[src/rtl/assert_macros.svh]
`ifndef ASSERT_MACROS_SVH
`define ASSERT_MACROS_SVH
// same-cycle implication, checked outside reset
`define AST_IMPL(lbl, clk, rstn, ante, cons) \
    lbl: assert property (@(posedge clk) disable iff (!(rstn)) (ante) |-> (cons)) \
        else $error("assertion failed");
// next-cycle implication, checked outside reset
`define AST_NEXT(lbl, clk, rstn, ante, cons) \
    lbl: assert property (@(posedge clk) disable iff (!(rstn)) (ante) |=> (cons)) \
        else $error("assertion failed");
`endif

[src/rtl/atc_pkg.sv]
`default_nettype none
package atc_pkg;
    localparam int MAX_WIDTH  = 256;
    localparam int FRAC_BITS  = 9;
    localparam int X_W        = 8;
    localparam int SUM_W      = 16;
    localparam int FAC_W      = 10;
    localparam int INIT_W     = 11;
    localparam int LUMA_W     = 8;
    localparam int CFG_W      = 9;
    localparam int ACC_W      = 24;
    localparam int CNT_W      = 17;
    localparam int FIFO_DEPTH = 4;
    localparam int FIFO_AW    = 2;
    localparam int DIV_STEPS  = 24;

    // register indexes
    localparam logic [1:0] CFG_WIDTH  = 2'd0;
    localparam logic [1:0] CFG_HEIGHT = 2'd1;
    localparam logic [1:0] CFG_SENS   = 2'd2;

    localparam logic [8:0]  WIDTH_MIN  = 9'd16;
    localparam logic [8:0]  WIDTH_MAX  = 9'd256;
    localparam logic [8:0]  HEIGHT_MAX = 9'd256;
    localparam logic [6:0]  SENS_MAX   = 7'd100;
    localparam logic [12:0] RECIP_100  = 13'd5243;  // 2^19 / 100, rounded up
    localparam logic [9:0]  FRAC_ONE   = 10'd512;
    localparam logic [6:0]  INIT_LUMA  = 7'd127;

    typedef struct packed {
        logic [LUMA_W-1:0] luma;
        logic [X_W-1:0]    x;
        logic [X_W-1:0]    y;
        logic              last;
        logic              first;
        logic [FAC_W-1:0]  q;
        logic [FAC_W-1:0]  f;
        logic [INIT_W-1:0] init;
    } t_cmd;

    // 512 / s for window sizes 1..16
    function automatic logic [9:0] one_over_s(input logic [4:0] s);
        logic [9:0] r;
        case (s)
            5'd1:    r = 10'd512;
            5'd2:    r = 10'd256;
            5'd3:    r = 10'd170;
            5'd4:    r = 10'd128;
            5'd5:    r = 10'd102;
            5'd6:    r = 10'd85;
            5'd7:    r = 10'd73;
            5'd8:    r = 10'd64;
            5'd9:    r = 10'd56;
            5'd10:   r = 10'd51;
            5'd11:   r = 10'd46;
            5'd12:   r = 10'd42;
            5'd13:   r = 10'd39;
            5'd14:   r = 10'd36;
            5'd15:   r = 10'd34;
            5'd16:   r = 10'd32;
            default: r = 10'd512;
        endcase
        return r;
    endfunction
endpackage
`default_nettype wire

[src/rtl/atc_div.sv]
`default_nettype none
// restoring divider, one quotient bit per cycle
module atc_div import atc_pkg::*; (
    input  wire logic             i_clk,
    input  wire logic             i_rst_n,
    input  wire logic             i_start,
    input  wire logic [ACC_W-1:0] i_dividend,
    input  wire logic [CNT_W-1:0] i_divisor,
    output logic                  o_busy,
    output logic [ACC_W-1:0]      o_quotient
);
    logic             r_busy;
    logic [4:0]       r_cnt;
    logic [ACC_W-1:0] r_dvd;
    logic [CNT_W-1:0] r_rem;
    logic [CNT_W-1:0] r_dsr;
    logic [CNT_W:0]   n_sh;
    logic             n_bit;

    always_comb begin
        n_sh  = {r_rem, r_dvd[ACC_W-1]};
        n_bit = (n_sh >= {1'b0, r_dsr});
    end

    always_ff @(posedge i_clk) begin
        if (!i_rst_n) begin
            r_busy <= 1'b0;
            r_cnt  <= '0;
        end else if (i_start) begin
            r_busy <= 1'b1;
            r_cnt  <= 5'(DIV_STEPS - 1);
        end else if (r_busy) begin
            r_cnt <= r_cnt - 5'd1;
            if (r_cnt == 5'd0) r_busy <= 1'b0;
        end
    end

    always_ff @(posedge i_clk) begin
        if (i_start) begin
            r_dvd <= i_dividend;
            r_dsr <= i_divisor;
            r_rem <= '0;
        end else if (r_busy) begin
            r_dvd <= {r_dvd[ACC_W-2:0], n_bit};
            r_rem <= n_bit ? CNT_W'(n_sh - {1'b0, r_dsr}) : n_sh[CNT_W-1:0];
        end
    end

    assign o_busy     = r_busy;
    assign o_quotient = r_dvd;
endmodule
`default_nettype wire

[config.mk]
export PLATFORM = sky130hd
export DESIGN_NAME = atc_div
export DESIGN_NICKNAME = d
export VERILOG_FILES = /design/src/rtl/assert_macros.svh /design/src/rtl/atc_pkg.sv /design/src/rtl/atc_div.sv
export SDC_FILE = /design/constraint.sdc
export NUM_CORES = 1
export LEC_CHECK = 0
export ABC_AREA = 1
export ABC_CLOCK_PERIOD_IN_PS = 3100
export BUFFER_PORTS_ARGS = -buffer_cell sky130_fd_sc_hd__buf_2
export CORE_MARGIN = 2
export CORE_UTILIZATION = 30
export CTS_BUF_LIST = sky130_fd_sc_hd__clkbuf_4
export DETAILED_ROUTE_END_ITERATION = 16
export GPL_TIMING_DRIVEN = 0
export HOLD_SLACK_MARGIN = 0.1
export SETUP_SLACK_MARGIN = 0.15
export SYNTH_ARGS = -nofsm -noshare
export SYNTH_HDL_FRONTEND = slang
export SYNTH_SLANG_ARGS = --single-unit
[constraint.sdc]
create_clock -name i_clk -period 3.1 [get_ports i_clk]
set_clock_uncertainty 0.1 [all_clocks]
set_input_delay 0.465 -clock i_clk [delete_from_list [all_inputs] [get_ports i_clk]]
set_output_delay 0.465 -clock i_clk [all_outputs]
set_load 0.005 [all_outputs]
# Word-level counts from Yosys, hierarchy flattened
# Cells that the tools add are included.
# word_totals
register_bits,64
input_bits,44
output_inout_bits,25
word_cells,21
# classes
add_sub_neg,2
n_lt_le_gt_ge,1
mux,8
bitwise_logic,1
n_reduce_logical,3
# ops
operator,count
2-to-1 mux 24 bit,2
greater-or-equal comparator 18 x 17 -> 1 bit,1
2-to-1 mux 17 bit,1
subtractor 17 bit,1
2-to-1 mux 5 bit,2
zero test 5 bit,1
subtractor 5 x 1 -> 5 bit (second input constant),1
2-to-1 mux 1 bit,3
nonzero test 2 bit,1
OR reduction 2 bit,1
inverter 1 bit,1

# Logic depth before layout (Yosys ltp)
# Gate-level depths: netlist of run 1.
# logic_depth
depth_word,4
mapped_depth,16
mapped_depth_nobuf,15

# Worst setup path after synthesis of run 1
# No wires, ideal clock.
# synth_timing
path_kind,register to register
startpoint,"register r_dvd[23], in the netlist o_quotient[23]"
endpoint,"register r_dvd[0], in the netlist o_quotient[0] (data pin)"
setup_time_ns,0.262
t_arrival_ns,1.821
required_ns,2.738
setup_slack_ns,0.917
stages_incl_launch_ff,14
n_path_buf,1
synth_period_minus_slack_ns,2.183
path_cell_list,edfxtp_1 -> inv_1 -> ha_1 -> inv_1 -> fa_1 -> nand2_1 -> nand2_1 -> nand3b_2 -> nand2_2 -> nand2_2 -> nand2_2 -> nand2_4 -> buf_4 -> a31oi_1
# synth_via
elab_chain_len,3
# synth_lines
element,line,text
start: declaration,atc_div.sv:14,logic [ACC_W-1:0] r_dvd;
start signal: assignment,atc_div.sv:40,r_dvd <= i_dividend;
start signal: assignment,atc_div.sv:44,"r_dvd <= {r_dvd[ACC_W-2:0], n_bit};"
greater-or-equal comparator 18 x 17 -> 1 bit,atc_div.sv:22,"n_bit = (n_sh >= {1'b0, r_dsr});"
2-to-1 mux 24 bit,atc_div.sv:43,end else if (r_busy) begin
2-to-1 mux 24 bit,atc_div.sv:39,if (i_start) begin
# No other way between the ends. The select of a mux whose other input is x is not followed.
# A chain may end at the register's enable or synchronous reset.

# Final worst setup path of run 1
# layout_timing
startpoint,"register r_dvd[23], in the netlist o_quotient[23]"
endpoint,register r_rem[11]
# layout_via
elab_chain_len,2
word_cells_on_any_way,3
cone_classes,add/sub: 1; order compare: 1; mux: 1
# layout_lines
element,line,text
subtractor 17 bit / greater-or-equal comparator 18 x 17 -> 1 bit (equally long branches),"atc_div.sv:45, atc_div.sv:22",
2-to-1 mux 17 bit (*),atc_div.sv:45,"r_rem <= n_bit ? CNT_W'(n_sh - {1'b0, r_dsr}) : n_sh[CNT_W-1:0];"
end signal: assignment,atc_div.sv:45,
end: declaration,atc_div.sv:15,logic [CNT_W-1:0] r_rem;
# Every way passes the cells marked *; elsewhere a longest branch is shown, timed or not.

==> flow_results.xml, run 1 <==
<?xml version="1.0" encoding="UTF-8"?>
<metrics>
  <group name="pwr">
    <metric name="p_leak" unit="nW">2.52</metric>
    <metric name="irDropWorstVdd" unit="mV">0.223</metric>
    <metric name="p_per_area" unit="mW/mm^2">434</metric>
  </group>
  <group name="synthesis">
    <metric name="synth_seq_area_share" unit="">0.438</metric>
    <metric name="synthesis.nets" unit="">581</metric>
    <metric name="synthesis_warning_total" unit="">0</metric>
    <metric name="syn-instance-count" unit="">517</metric>
    <metric name="yosysUniqueCellTypes" unit="">35</metric>
    <metric name="synth-seq-cells" unit="">64</metric>
    <metric name="synth.avg_cell_area" unit="sq um">7.47</metric>
    <metric name="synth_area" unit="sq mm">0.00386</metric>
  </group>
  <group name="timing">
    <metric name="setup_repair_after_global_routing_missed_its_margin" unit="">no</metric>
    <metric name="timing.final.crit_period" unit="ps">2510</metric>
    <metric name="finalMaxSlewViolations" unit="">0</metric>
    <metric name="number_of_setup_violations_in_the_final_report" unit="">0</metric>
    <metric name="worst_pin_slew" unit="ps">934</metric>
    <metric name="maxClockFrequency" unit="MHz">399</metric>
    <metric name="setup_tns" unit="ps">0</metric>
    <metric name="hold_viol_final" unit="">0</metric>
    <metric name="slew_headroom" unit="">0.377</metric>
    <metric name="final_min_period_over_clock_period" unit="">0.809</metric>
  </group>
  <group name="drt">
    <metric name="dr_total_vias" unit="">3422</metric>
    <metric name="remaining_drc_errors" unit="">0</metric>
    <metric name="wirelength" unit="microns">8980</metric>
    <metric name="drt-wirelength-per-cell" unit="microns">11.4</metric>
    <metric name="drt_first_iter_violations" unit="">157</metric>
    <metric name="detail_route.first_pass.iterations" unit="">4</metric>
    <metric name="vias_per_cell" unit="">4.33</metric>
    <metric name="drt.antenna.violating_nets" unit="">0</metric>
  </group>
  <group name="worst_setup_path">
    <metric name="crit_path_max_fanout" unit="">10</metric>
    <metric name="largest_delay_contributor_family_on_the_critical_path" unit="">simple AND/OR/NAND/NOR gates</metric>
    <metric name="crit_path_end_kind" unit="">flip-flop</metric>
    <metric name="slowest_stage" unit="">sky130_fd_sc_hd__edfxtp_1</metric>
    <metric name="max_stage_delay" unit="ps">420</metric>
    <metric name="cp_cell_sequence" unit="">inv_1, ha_1, inv_1, fa_1, nand2_1, nand2_1, nand3b_2, nand2_2, nand2_2, nand2_2, nand2_4, buf_4, nand3_1, nand3_1, nand2_1</metric>
    <metric name="critical_path_class" unit="">reg2reg</metric>
    <metric name="timing.critical_path.from_type" unit="">flip-flop</metric>
    <metric name="worstPathArrival" unit="ps">2730</metric>
    <metric name="cp_num_buf_inv" unit="">3</metric>
    <metric name="required" unit="ps">3320</metric>
  </group>
  <group name="global_route">
    <metric name="initial_antenna_violation_count" unit="">0</metric>
    <metric name="via_count_of_the_first_global_routing_pass" unit="">3493</metric>
    <metric name="grt_overflow_total" unit="">0</metric>
    <metric name="grt_first_pass_wirelength" unit="microns">15800</metric>
    <metric name="grt_start_max_net_pins" unit="">26</metric>
    <metric name="global_route.usage.total" unit="">0.140</metric>
  </group>
  <group name="placement">
    <metric name="routabilityCongestion" unit="">0.914</metric>
    <metric name="buffer_ports.inserted" unit="">68</metric>
    <metric name="dp_hpwl" unit="microns">6720</metric>
  </group>
  <group name="final_layout">
    <metric name="layout.cells.most_common_list" unit="">209 x sky130_fd_sc_hd__nand2_1, 87 x sky130_fd_sc_hd__inv_1, 69 x sky130_fd_sc_hd__buf_2</metric>
    <metric name="nNetsFinal" unit="">677</metric>
    <metric name="fill_cells" unit="">1330</metric>
    <metric name="ratio_of_cells_with_drive_above_1_in_the_final_layout" unit="">0.186</metric>
    <metric name="synthToLayoutAreaGrowth" unit="%">23.8</metric>
    <metric name="num_antenna_cells" unit="">0</metric>
    <metric name="postLayoutCoreUtil" unit="">0.380</metric>
    <metric name="layout.cells.most_common" unit="">sky130_fd_sc_hd__nand2_1</metric>
  </group>
  <group name="clock_tree">
    <metric name="tritoncts" unit="">built</metric>
    <metric name="cts_max_path_buffers" unit="">2</metric>
    <metric name="cts_setup_buffers" unit="">0</metric>
    <metric name="cts-root-buf" unit="">sky130_fd_sc_hd__clkbuf_4</metric>
    <metric name="clk_pin_slew" unit="ps">130</metric>
    <metric name="cts-htree-levels" unit="">3</metric>
    <metric name="worst_skew_pair_later_pin_latency" unit="ps">430</metric>
    <metric name="tritoncts_num_sinks" unit="">64</metric>
    <metric name="cts_inserted_buffers" unit="">9</metric>
  </group>
  <group name="floorplanning">
    <metric name="start_util" unit="">0.307</metric>
    <metric name="core-area" unit="sq mm">0.0126</metric>
    <metric name="die_width" unit="microns">117</metric>
    <metric name="design.die.area" unit="sq mm">0.0138</metric>
    <metric name="row_count" unit="">41</metric>
    <metric name="chipHeight" unit="microns">117</metric>
    <metric name="design.portCount" unit="">69</metric>
  </group>
  <group name="flow_run">
    <metric name="timing.max_cap.violations" unit="">0</metric>
  </group>
  <group name="outcome">
    <metric name="outcome" unit="">completed</metric>
  </group>
  <group name="min_path">
    <metric name="hold_class" unit="">in2reg</metric>
  </group>
</metrics>
-- metrics by stage --
stage / total power, mW / instance area (sq um) / hold slack, ps / cells / setup slack, ps
floorplan: 1.19 / 3860 / 346 / 517 / 917
global placement: 1.30 / 4420 / 360 / 757 / 194
detailed placement: 1.31 / 4420 / 364 / 757 / 133
CTS: 2.10 / 4780 / 156 / 790 / 588
global route: 2.19 / 4780 / 169 / 790 / 382
finish: 2.07 / 4780 / 188 / 790 / 592
-- what timing repair did --
action | CTS | global route
setup endpoints to repair | 0 | 0
hold endpoints to repair | 17 | 0
resized for setup | 0 | 0
hold buffers | 17 | 0
-- synth_stat cells --
master / instances / area (sq um)
sky130_fd_sc_hd__buf_12: 1 / 20.0
sky130_fd_sc_hd__edfxtp_1: 41 / 1230
sky130_fd_sc_hd__nor4_4: 1 / 21.3
sky130_fd_sc_hd__o21ai_2: 1 / 8.76
sky130_fd_sc_hd__inv_1: 87 / 327
sky130_fd_sc_hd__nor3_1: 1 / 5.00
sky130_fd_sc_hd__and3_1: 1 / 6.26
sky130_fd_sc_hd__xor2_1: 1 / 8.76
sky130_fd_sc_hd__clkbuf_1: 6 / 22.5
sky130_fd_sc_hd__fa_1: 1 / 20.0
sky130_fd_sc_hd__nand2_1: 209 / 785
sky130_fd_sc_hd__o31ai_1: 1 / 7.51
sky130_fd_sc_hd__buf_4: 3 / 22.5
sky130_fd_sc_hd__nand3b_2: 1 / 11.3
sky130_fd_sc_hd__and2_1: 2 / 12.5
sky130_fd_sc_hd__or2_4: 1 / 8.76
sky130_fd_sc_hd__buf_2: 1 / 5.00
sky130_fd_sc_hd__nor2_1: 19 / 71.3
sky130_fd_sc_hd__a21oi_1: 10 / 50.1
sky130_fd_sc_hd__ha_1: 19 / 238
sky130_fd_sc_hd__dfxtp_1: 23 / 460
sky130_fd_sc_hd__nand4_1: 3 / 18.8
sky130_fd_sc_hd__o21ai_0: 2 / 10.0
sky130_fd_sc_hd__nor4_1: 1 / 6.26
sky130_fd_sc_hd__clkinv_1: 1 / 3.75
sky130_fd_sc_hd__nand2_4: 2 / 22.5
sky130_fd_sc_hd__nand2_2: 15 / 93.8
sky130_fd_sc_hd__a31oi_1: 2 / 12.5
sky130_fd_sc_hd__nor2_4: 1 / 11.3
sky130_fd_sc_hd__nand3b_1: 5 / 37.5
sky130_fd_sc_hd__xnor2_1: 6 / 52.6
sky130_fd_sc_hd__nor2_2: 2 / 12.5
sky130_fd_sc_hd__inv_2: 2 / 7.51
sky130_fd_sc_hd__nand3_1: 44 / 220
sky130_fd_sc_hd__a221oi_1: 1 / 8.76
-- worst paths after layout --
path,from,endpoint,slack [ps],cells after the start
setup / recovery,o_quotient[23],r_rem[11],590,15
hold reg to reg,r_rem[4],r_rem[4],380,2
hold / removal,i_dividend[14],o_quotient[14],190,3
setup reg to reg,o_quotient[23],r_rem[11],590,15
-- power by group --
part | switching (mW) | internal [mW] | leakage [nW]
Sequential | 0.0306 | 0.978 | 0.599
Combinational | 0.171 | 0.126 | 1.82
Clock | 0.349 | 0.418 | 0.102
Total | 0.551 | 1.52 | 2.52
-- metal layers --
metal	part of all wire	up-vias	GRT usage
li1	-	1804	-
met1	0.46	1515	0.172
met2	0.46	87	0.228
met3	0.055	16	0.0360
met4	0.021	0	0.0693
met5	0	-	0
-- flip-flops by register name (all words and copies together) (netlist names) --
name	cells
o_busy	1
r_cnt	5
r_dsr	17
o_quotient	24
r_rem	17
-- area by class of cell --
class,count,area (sq um),share of cell area
multi-input cells,352,1760,0.368
well taps,172,215,0.0450
repair buffers,85,510,0.107
flip-flops and latches,64,1690,0.354
clock inverters,7,125,0.0262
clock buffers,9,67.6,0.0141
plain buffers,11,70.1,0.0147
inverters,90,338,0.0707
-- tightest hold or removal path: stages --
cell	delay (ps)
sky130_fd_sc_hd__buf_2	70
sky130_fd_sc_hd__nand2_1	40
sky130_fd_sc_hd__nand2_1	50
-- cells by family (layout without fill, tap and decap cells) --
logic type,after synthesis,count (layout),share of synthesized area
simple gates,308,308,0.348
buf+inv,101,202,0.106
flops,64,64,0.438
fa+ha+maj,20,20,0.0668
compound gates,17,17,0.0253
xor+xnor,7,7,0.0159
No activity file was read; power rests on OpenSTA's default activity.
==> run 2, diff against run 1 <==
--- a/config.mk
+++ b/config.mk
@@ -6,7 +6,7 @@
 export NUM_CORES = 1
 export LEC_CHECK = 0
 export ABC_AREA = 1
-export ABC_CLOCK_PERIOD_IN_PS = 3100
+export ABC_CLOCK_PERIOD_IN_PS = 2400
 export BUFFER_PORTS_ARGS = -buffer_cell sky130_fd_sc_hd__buf_2
 export CORE_MARGIN = 2
 export CORE_UTILIZATION = 30
==> constraint.sdc (replaced) <==
create_clock -name i_clk -period 2.4 [get_ports i_clk]
set_clock_uncertainty 0.1 [all_clocks]
set_input_delay 0.36 -clock i_clk [delete_from_list [all_inputs] [get_ports i_clk]]
set_output_delay 0.36 -clock i_clk [all_outputs]
set_load 0.005 [all_outputs]
==> flow_results.xml, run 2 (synthesized netlist as in run 1, its figures left out) <==
<?xml version="1.0" encoding="UTF-8"?>
<metrics>
  <group name="placement">
    <metric name="dp_worst_setup_slack" unit="ps">-462</metric>
    <metric name="routabilityCongestion" unit="">0.914</metric>
    <metric name="buffer_ports.inserted" unit="">68</metric>
    <metric name="dp_hpwl" unit="microns">6720</metric>
    <metric name="postPlaceCellArea" unit="sq mm">0.00442</metric>
  </group>
  <group name="pwr">
    <metric name="p_leak" unit="nW">2.77</metric>
    <metric name="report.power.total" unit="mW">2.75</metric>
    <metric name="p_per_area" unit="mW/mm^2">515</metric>
    <metric name="irDropWorstVdd" unit="mV">0.291</metric>
  </group>
  <group name="clock_tree">
    <metric name="cts_max_path_buffers" unit="">2</metric>
    <metric name="cts_inserted_buffers" unit="">9</metric>
    <metric name="clk_pin_slew" unit="ps">130</metric>
    <metric name="cts-root-buf" unit="">sky130_fd_sc_hd__clkbuf_4</metric>
    <metric name="cts-htree-levels" unit="">3</metric>
    <metric name="tritoncts_num_sinks" unit="">64</metric>
    <metric name="tritoncts" unit="">built</metric>
    <metric name="worst_skew_pair_later_pin_latency" unit="ps">430</metric>
  </group>
  <group name="worst_setup_path">
    <metric name="crit_path_end_kind" unit="">flip-flop</metric>
    <metric name="max_stage_delay" unit="ps">440</metric>
    <metric name="crit_path_max_fanout" unit="">5</metric>
    <metric name="cp_cell_sequence" unit="">inv_2, ha_4, inv_4, fa_2, nand2_2, nand2_4, nand3b_4, nand2_2, nand2_2, nand2_2, nand2_4, buf_4, buf_8, nand3_1, nand3_2, nand2_1</metric>
    <metric name="critical_path_class" unit="">reg2reg</metric>
    <metric name="required" unit="ps">2620</metric>
    <metric name="critical-path-top-cell-by-count" unit="">sky130_fd_sc_hd__nand2_2</metric>
    <metric name="worstPathArrival" unit="ps">2530</metric>
    <metric name="slowest_stage" unit="">sky130_fd_sc_hd__edfxtp_1</metric>
    <metric name="timing.critical_path.from_type" unit="">flip-flop</metric>
  </group>
  <group name="timing">
    <metric name="setup_tns" unit="ps">0</metric>
    <metric name="worst_pin_slew" unit="ps">721</metric>
    <metric name="final.setup.worst_slack" unit="ps">91.3</metric>
    <metric name="maxClockFrequency" unit="MHz">433</metric>
    <metric name="slew_headroom" unit="">0.518</metric>
    <metric name="hold_viol_final" unit="">0</metric>
    <metric name="final_min_period_over_clock_period" unit="">0.962</metric>
    <metric name="setup_repair_after_global_routing_missed_its_margin" unit="">yes</metric>
    <metric name="number_of_setup_violations_in_the_final_report" unit="">0</metric>
    <metric name="timing.final.crit_period" unit="ps">2310</metric>
    <metric name="finalMaxSlewViolations" unit="">0</metric>
  </group>
  <group name="global_route">
    <metric name="global_route.usage.met2" unit="">0.248</metric>
    <metric name="grt_start_max_net_pins" unit="">19</metric>
    <metric name="grt_first_pass_wirelength" unit="microns">16800</metric>
    <metric name="via_count_of_the_first_global_routing_pass" unit="">3690</metric>
    <metric name="grt.met1_usage" unit="">0.180</metric>
    <metric name="busiest_layer" unit="">met2</metric>
    <metric name="global_route.usage.total" unit="">0.149</metric>
    <metric name="initial_antenna_violation_count" unit="">0</metric>
    <metric name="gr-usage-met3" unit="">0.0340</metric>
    <metric name="grt_overflow_total" unit="">0</metric>
  </group>
  <group name="outcome">
    <metric name="outcome" unit="">completed</metric>
  </group>
  <group name="min_path">
    <metric name="hold_class" unit="">in2reg</metric>
  </group>
  <group name="drt">
    <metric name="vias_per_cell" unit="">4.35</metric>
    <metric name="remaining_drc_errors" unit="">0</metric>
    <metric name="detail_route.first_pass.iterations" unit="">4</metric>
    <metric name="drt-wirelength-per-cell" unit="microns">11.8</metric>
    <metric name="drt_first_iter_violations" unit="">168</metric>
    <metric name="drt.antenna.violating_nets" unit="">0</metric>
    <metric name="wirelength" unit="microns">9800</metric>
    <metric name="dr_total_vias" unit="">3632</metric>
  </group>
  <group name="final_layout">
    <metric name="area.sequential" unit="sq mm">0.00169</metric>
    <metric name="nNetsFinal" unit="">721</metric>
    <metric name="multiInputGateArea" unit="sq mm">0.00185</metric>
    <metric name="stdcell_area" unit="sq mm">0.00535</metric>
    <metric name="layout.cells.most_common" unit="">sky130_fd_sc_hd__nand2_1</metric>
    <metric name="fill_cells" unit="">1252</metric>
    <metric name="num_antenna_cells" unit="">0</metric>
    <metric name="ratio_of_cells_with_drive_above_1_in_the_final_layout" unit="">0.231</metric>
    <metric name="largest_register_ff_count" unit="">24</metric>
    <metric name="synthToLayoutAreaGrowth" unit="%">38.5</metric>
    <metric name="layout.cells.most_common_list" unit="">202 x sky130_fd_sc_hd__nand2_1, 84 x sky130_fd_sc_hd__inv_1, 69 x sky130_fd_sc_hd__buf_2</metric>
  </group>
  <group name="flow_run">
    <metric name="timing.max_cap.violations" unit="">0</metric>
  </group>
  <group name="floorplanning">
    <metric name="design.die.area" unit="sq mm">0.0138</metric>
    <metric name="start_util" unit="">0.307</metric>
    <metric name="row_count" unit="">41</metric>
    <metric name="chipHeight" unit="microns">117</metric>
    <metric name="core-area" unit="sq mm">0.0126</metric>
    <metric name="die_width" unit="microns">117</metric>
    <metric name="design.portCount" unit="">69</metric>
  </group>
</metrics>
-- run 2: cell types whose count changed in the layout (fill, tap and decap cells not counted), sizes merged --
cell	change
dlygate4sd3	+24
buf	+18
clkinvlp	+2
bufbuf	+1
inv	-1
-- run 2: path summary, 6_finish.rpt --
path                       start  slack (ps)       endpoint  cells after the start
setup / recovery  o_quotient[23]          90      r_rem[11]                     16
setup reg to reg  o_quotient[23]          90      r_rem[11]                     16
hold / removal     i_dividend[0]         210  o_quotient[0]                      3
hold reg to reg         r_cnt[4]         380       r_cnt[4]                      2
-- run 2: where the power goes --
group / internal (mW) / switching, mW
Clock: 0.539 / 0.454
Combinational: 0.208 / 0.245
Sequential: 1.26 / 0.0419
Total: 2.01 / 0.740
-- run 2: final cells by class --
class,count,share of cell area
Clock inverter,7,0.0234
Clock buffer,9,0.0126
Timing Repair inverter,1,0.00140
Inverter,90,0.0644
Sequential cell,64,0.316
Tap cell,172,0.0403
Buffer,11,0.0145
Multi-Input combinational cell,352,0.347
Timing Repair Buffer,128,0.180
-- run 2: worst max-delay path, delay by kind of cell (launching register included) --
kind,cells,cell delay (ps)
adders and majority gates,2,510
buffers and inverters,4,400
DFF,1,440
and+or+nand+nor,10,760
-- run 2: stage by stage --
stage	std cells	hold slack (ps)	util
floorplan	517	346	-
detailed placement	757	364	0.351
global placement	757	360	0.351
CTS	828	189	0.417
global route	834	204	0.425
finish	834	209	0.425
-- run 2: repair_timing --
action                     in CTS  in global routing
setup endpoints to repair      43                 30
resized for setup              13                 16
cloned                          3                  0
hold buffers                   41                  0
pin swaps                       5                 13
setup buffers                  11                  6
hold endpoints to repair       43                  0
-- run 2: routing by layer --
layer	up-vias	routed length [microns]
met5	-	0
met4	0	274
li1	1891	-
met3	24	470
met2	85	4630
met1	1632	4430
==> run 3, diff against run 2 <==
--- a/config.mk
+++ b/config.mk
@@ -10,11 +10,11 @@
 export BUFFER_PORTS_ARGS = -buffer_cell sky130_fd_sc_hd__buf_2
 export CORE_MARGIN = 2
 export CORE_UTILIZATION = 30
-export CTS_BUF_LIST = sky130_fd_sc_hd__clkbuf_4
+export CTS_BUF_LIST = sky130_fd_sc_hd__clkbuf_8
 export DETAILED_ROUTE_END_ITERATION = 16
 export GPL_TIMING_DRIVEN = 0
 export HOLD_SLACK_MARGIN = 0.1
-export SETUP_SLACK_MARGIN = 0.15
+export SETUP_SLACK_MARGIN = 0.4
 export SYNTH_ARGS = -nofsm -noshare
 export SYNTH_HDL_FRONTEND = slang
 export SYNTH_SLANG_ARGS = --single-unit
==> flow_results.xml, run 3 (synthesized netlist as in run 1, its figures left out) <==
<?xml version="1.0" encoding="UTF-8"?>
<metrics>
  <group name="outcome">
    <metric name="outcome" unit="">completed</metric>
  </group>
  <group name="timing">
    <metric name="finalMaxSlewViolations" unit="">0</metric>
    <metric name="holdWs" unit="ps">163</metric>
    <metric name="setup_repair_after_global_routing_missed_its_margin" unit="">yes</metric>
    <metric name="number_of_setup_violations_in_the_final_report" unit="">0</metric>
    <metric name="final_min_period_over_clock_period" unit="">0.918</metric>
    <metric name="worst_pin_slew" unit="ps">552</metric>
    <metric name="timing.final.crit_period" unit="ps">2200</metric>
    <metric name="hold_viol_final" unit="">0</metric>
    <metric name="maxClockFrequency" unit="MHz">454</metric>
    <metric name="slew_headroom" unit="">0.632</metric>
  </group>
  <group name="pwr">
    <metric name="p_leak" unit="nW">2.69</metric>
    <metric name="pwr-share-seq" unit="">0.489</metric>
    <metric name="power.internal" unit="mW">1.93</metric>
    <metric name="irDropWorstVdd" unit="mV">0.330</metric>
    <metric name="gate_power_share" unit="">0.169</metric>
    <metric name="clock_power_share" unit="">0.342</metric>
    <metric name="p_per_area" unit="mW/mm^2">506</metric>
    <metric name="p_switching" unit="mW">0.736</metric>
    <metric name="switching_share" unit="">0.276</metric>
    <metric name="report.power.total" unit="mW">2.67</metric>
  </group>
  <group name="drt">
    <metric name="drt_first_iter_violations" unit="">126</metric>
    <metric name="wirelength" unit="microns">9780</metric>
    <metric name="remaining_drc_errors" unit="">0</metric>
    <metric name="dr_total_vias" unit="">3562</metric>
    <metric name="drt-wirelength-per-cell" unit="microns">12.1</metric>
    <metric name="vias_per_cell" unit="">4.40</metric>
    <metric name="drt.antenna.violating_nets" unit="">0</metric>
    <metric name="detail_route.first_pass.iterations" unit="">4</metric>
  </group>
  <group name="final_layout">
    <metric name="largest_register_ff_count" unit="">24</metric>
    <metric name="synthToLayoutAreaGrowth" unit="%">36.4</metric>
    <metric name="num_antenna_cells" unit="">0</metric>
    <metric name="layout.cells.most_common_list" unit="">200 x sky130_fd_sc_hd__nand2_1, 84 x sky130_fd_sc_hd__inv_1, 68 x sky130_fd_sc_hd__buf_2</metric>
    <metric name="ratio_of_cells_with_drive_above_1_in_the_final_layout" unit="">0.259</metric>
    <metric name="stdcell_area" unit="sq mm">0.00526</metric>
    <metric name="layout.cells.most_common" unit="">sky130_fd_sc_hd__nand2_1</metric>
    <metric name="finalNonFillerCells" unit="">810</metric>
    <metric name="nNetsFinal" unit="">698</metric>
  </group>
  <group name="clock_tree">
    <metric name="cts_max_path_buffers" unit="">2</metric>
    <metric name="tritoncts_num_sinks" unit="">64</metric>
    <metric name="cts_inserted_buffers" unit="">9</metric>
    <metric name="clk_pin_slew" unit="ps">80</metric>
    <metric name="tritoncts" unit="">built</metric>
    <metric name="worst_skew_pair_later_pin_latency" unit="ps">350</metric>
    <metric name="cts-root-buf" unit="">sky130_fd_sc_hd__clkbuf_8</metric>
    <metric name="cts-htree-levels" unit="">3</metric>
  </group>
  <group name="global_route">
    <metric name="initial_antenna_violation_count" unit="">0</metric>
    <metric name="global_route.usage.total" unit="">0.142</metric>
    <metric name="grt_overflow_total" unit="">0</metric>
    <metric name="via_count_of_the_first_global_routing_pass" unit="">3506</metric>
    <metric name="grt_first_pass_wirelength" unit="microns">15900</metric>
    <metric name="grt_start_max_net_pins" unit="">19</metric>
  </group>
  <group name="floorplanning">
    <metric name="design.portCount" unit="">69</metric>
    <metric name="row_count" unit="">41</metric>
    <metric name="start_util" unit="">0.307</metric>
    <metric name="die_width" unit="microns">117</metric>
    <metric name="design.die.area" unit="sq mm">0.0138</metric>
    <metric name="chipHeight" unit="microns">117</metric>
    <metric name="core-area" unit="sq mm">0.0126</metric>
  </group>
  <group name="worst_setup_path">
    <metric name="crit_path_end_kind" unit="">flip-flop</metric>
    <metric name="crit_path_max_fanout" unit="">3</metric>
    <metric name="required" unit="ps">2540</metric>
    <metric name="worstPathArrival" unit="ps">2350</metric>
    <metric name="critical_path_class" unit="">reg2reg</metric>
    <metric name="timing.critical_path.from_type" unit="">flip-flop</metric>
  </group>
  <group name="placement">
    <metric name="buffer_ports.inserted" unit="">68</metric>
    <metric name="routabilityCongestion" unit="">0.886</metric>
    <metric name="cells_after_dpl" unit="">757</metric>
    <metric name="postPlaceCellArea" unit="sq mm">0.00442</metric>
    <metric name="dp_hpwl" unit="microns">6580</metric>
  </group>
  <group name="flow_run">
    <metric name="timing.max_cap.violations" unit="">0</metric>
  </group>
  <group name="min_path">
    <metric name="hold_class" unit="">in2reg</metric>
  </group>
</metrics>
==> run 3: cell count changes in the layout (fill, tap and decap cells not counted), sizes merged <==
cell | previous run | this run
clkbuf | 15 | 17
bufbuf | 1 | 0
inv | 91 | 88
clkinvlp | 2 | 4
clkinv | 2 | 4
bufinv | 3 | 1
dlygate4sd3 | 41 | 17
==> run 3: stage by stage <==
stage,TNS (ps),util,setup WS (ps)
2_1_floorplan,0,-,307
3_3_place_gp,-14850,0.352,-507
3_5_place_dp,-15860,0.352,-497
4_1_cts,0,0.398,199
5_1_grt,0,0.419,120
6_report,0,0.419,198
==> run 3: cell type report <==
type | instances | area (sq um)
Clock buffer | 9 | 124
Fill cell | 1302 | 7300
Multi-Input combinational cell | 352 | 2000
Buffer | 11 | 78.8
Inverter | 90 | 344
Clock inverter | 6 | 61.3
Timing Repair inverter | 1 | 7.51
Timing Repair Buffer | 105 | 744
Sequential cell | 64 | 1690
Tap cell | 172 | 215
==> run 3: final timing paths <==
| path | depth (start not counted) | start | slack [ps] | end |
|---|---|---|---|---|
| min reg2reg | 2 | r_cnt[4] | 380 | r_cnt[4] |
| min | 3 | i_rst_n | 160 | r_cnt[2] |
| max | 17 | o_quotient[23] | 200 | r_rem[10] |
| max reg2reg | 17 | o_quotient[23] | 200 | r_rem[10] |
==> run 3: per-layer routing <==
| layer | share of wire | global-route usage |
|---|---|---|
| met1 | 0.45 | 0.171 |
| met2 | 0.48 | 0.236 |
| met3 | 0.051 | 0.0350 |
| met4 | 0.023 | 0.0730 |
| met5 | 0 | 0 |
==> run 3: worst max-delay path: stages (launching register included) <==
cell and delay (ps):
sky130_fd_sc_hd__edfxtp_1 400, sky130_fd_sc_hd__inv_2 90, sky130_fd_sc_hd__ha_4 130, sky130_fd_sc_hd__inv_4 40
sky130_fd_sc_hd__fa_2 350, sky130_fd_sc_hd__nand2_2 100, sky130_fd_sc_hd__nand2_4 70, sky130_fd_sc_hd__nand3b_4 90
sky130_fd_sc_hd__nand2_4 60, sky130_fd_sc_hd__nand2_4 80, sky130_fd_sc_hd__buf_6 100, sky130_fd_sc_hd__buf_6 80
sky130_fd_sc_hd__buf_6 70, sky130_fd_sc_hd__nand3b_1 80, sky130_fd_sc_hd__nand2_2 90, sky130_fd_sc_hd__nand2_4 50
sky130_fd_sc_hd__nand3_2 60, sky130_fd_sc_hd__nand2_1 50
==> run 3: repair_timing <==
action,in CTS,in global routing
endpoints found under the setup margin,63,62
hold endpoints to repair,17,0
resized for setup,18,37
setup buffers,13,5
pin swaps,5,27
gates cloned,2,1
hold buffers,17,0
==> run 3: power by group through the flow <==
stage | Sequential (mW) | Clock, mW | Combinational [mW]
after floorplan | 1.32 | 0 | 0.219
after global placement | 1.32 | 0 | 0.363
after detailed placement | 1.33 | 0 | 0.368
after CTS | 1.30 | 0.944 | 0.413
after global routing | 1.31 | 0.988 | 0.503
final | 1.30 | 0.913 | 0.449
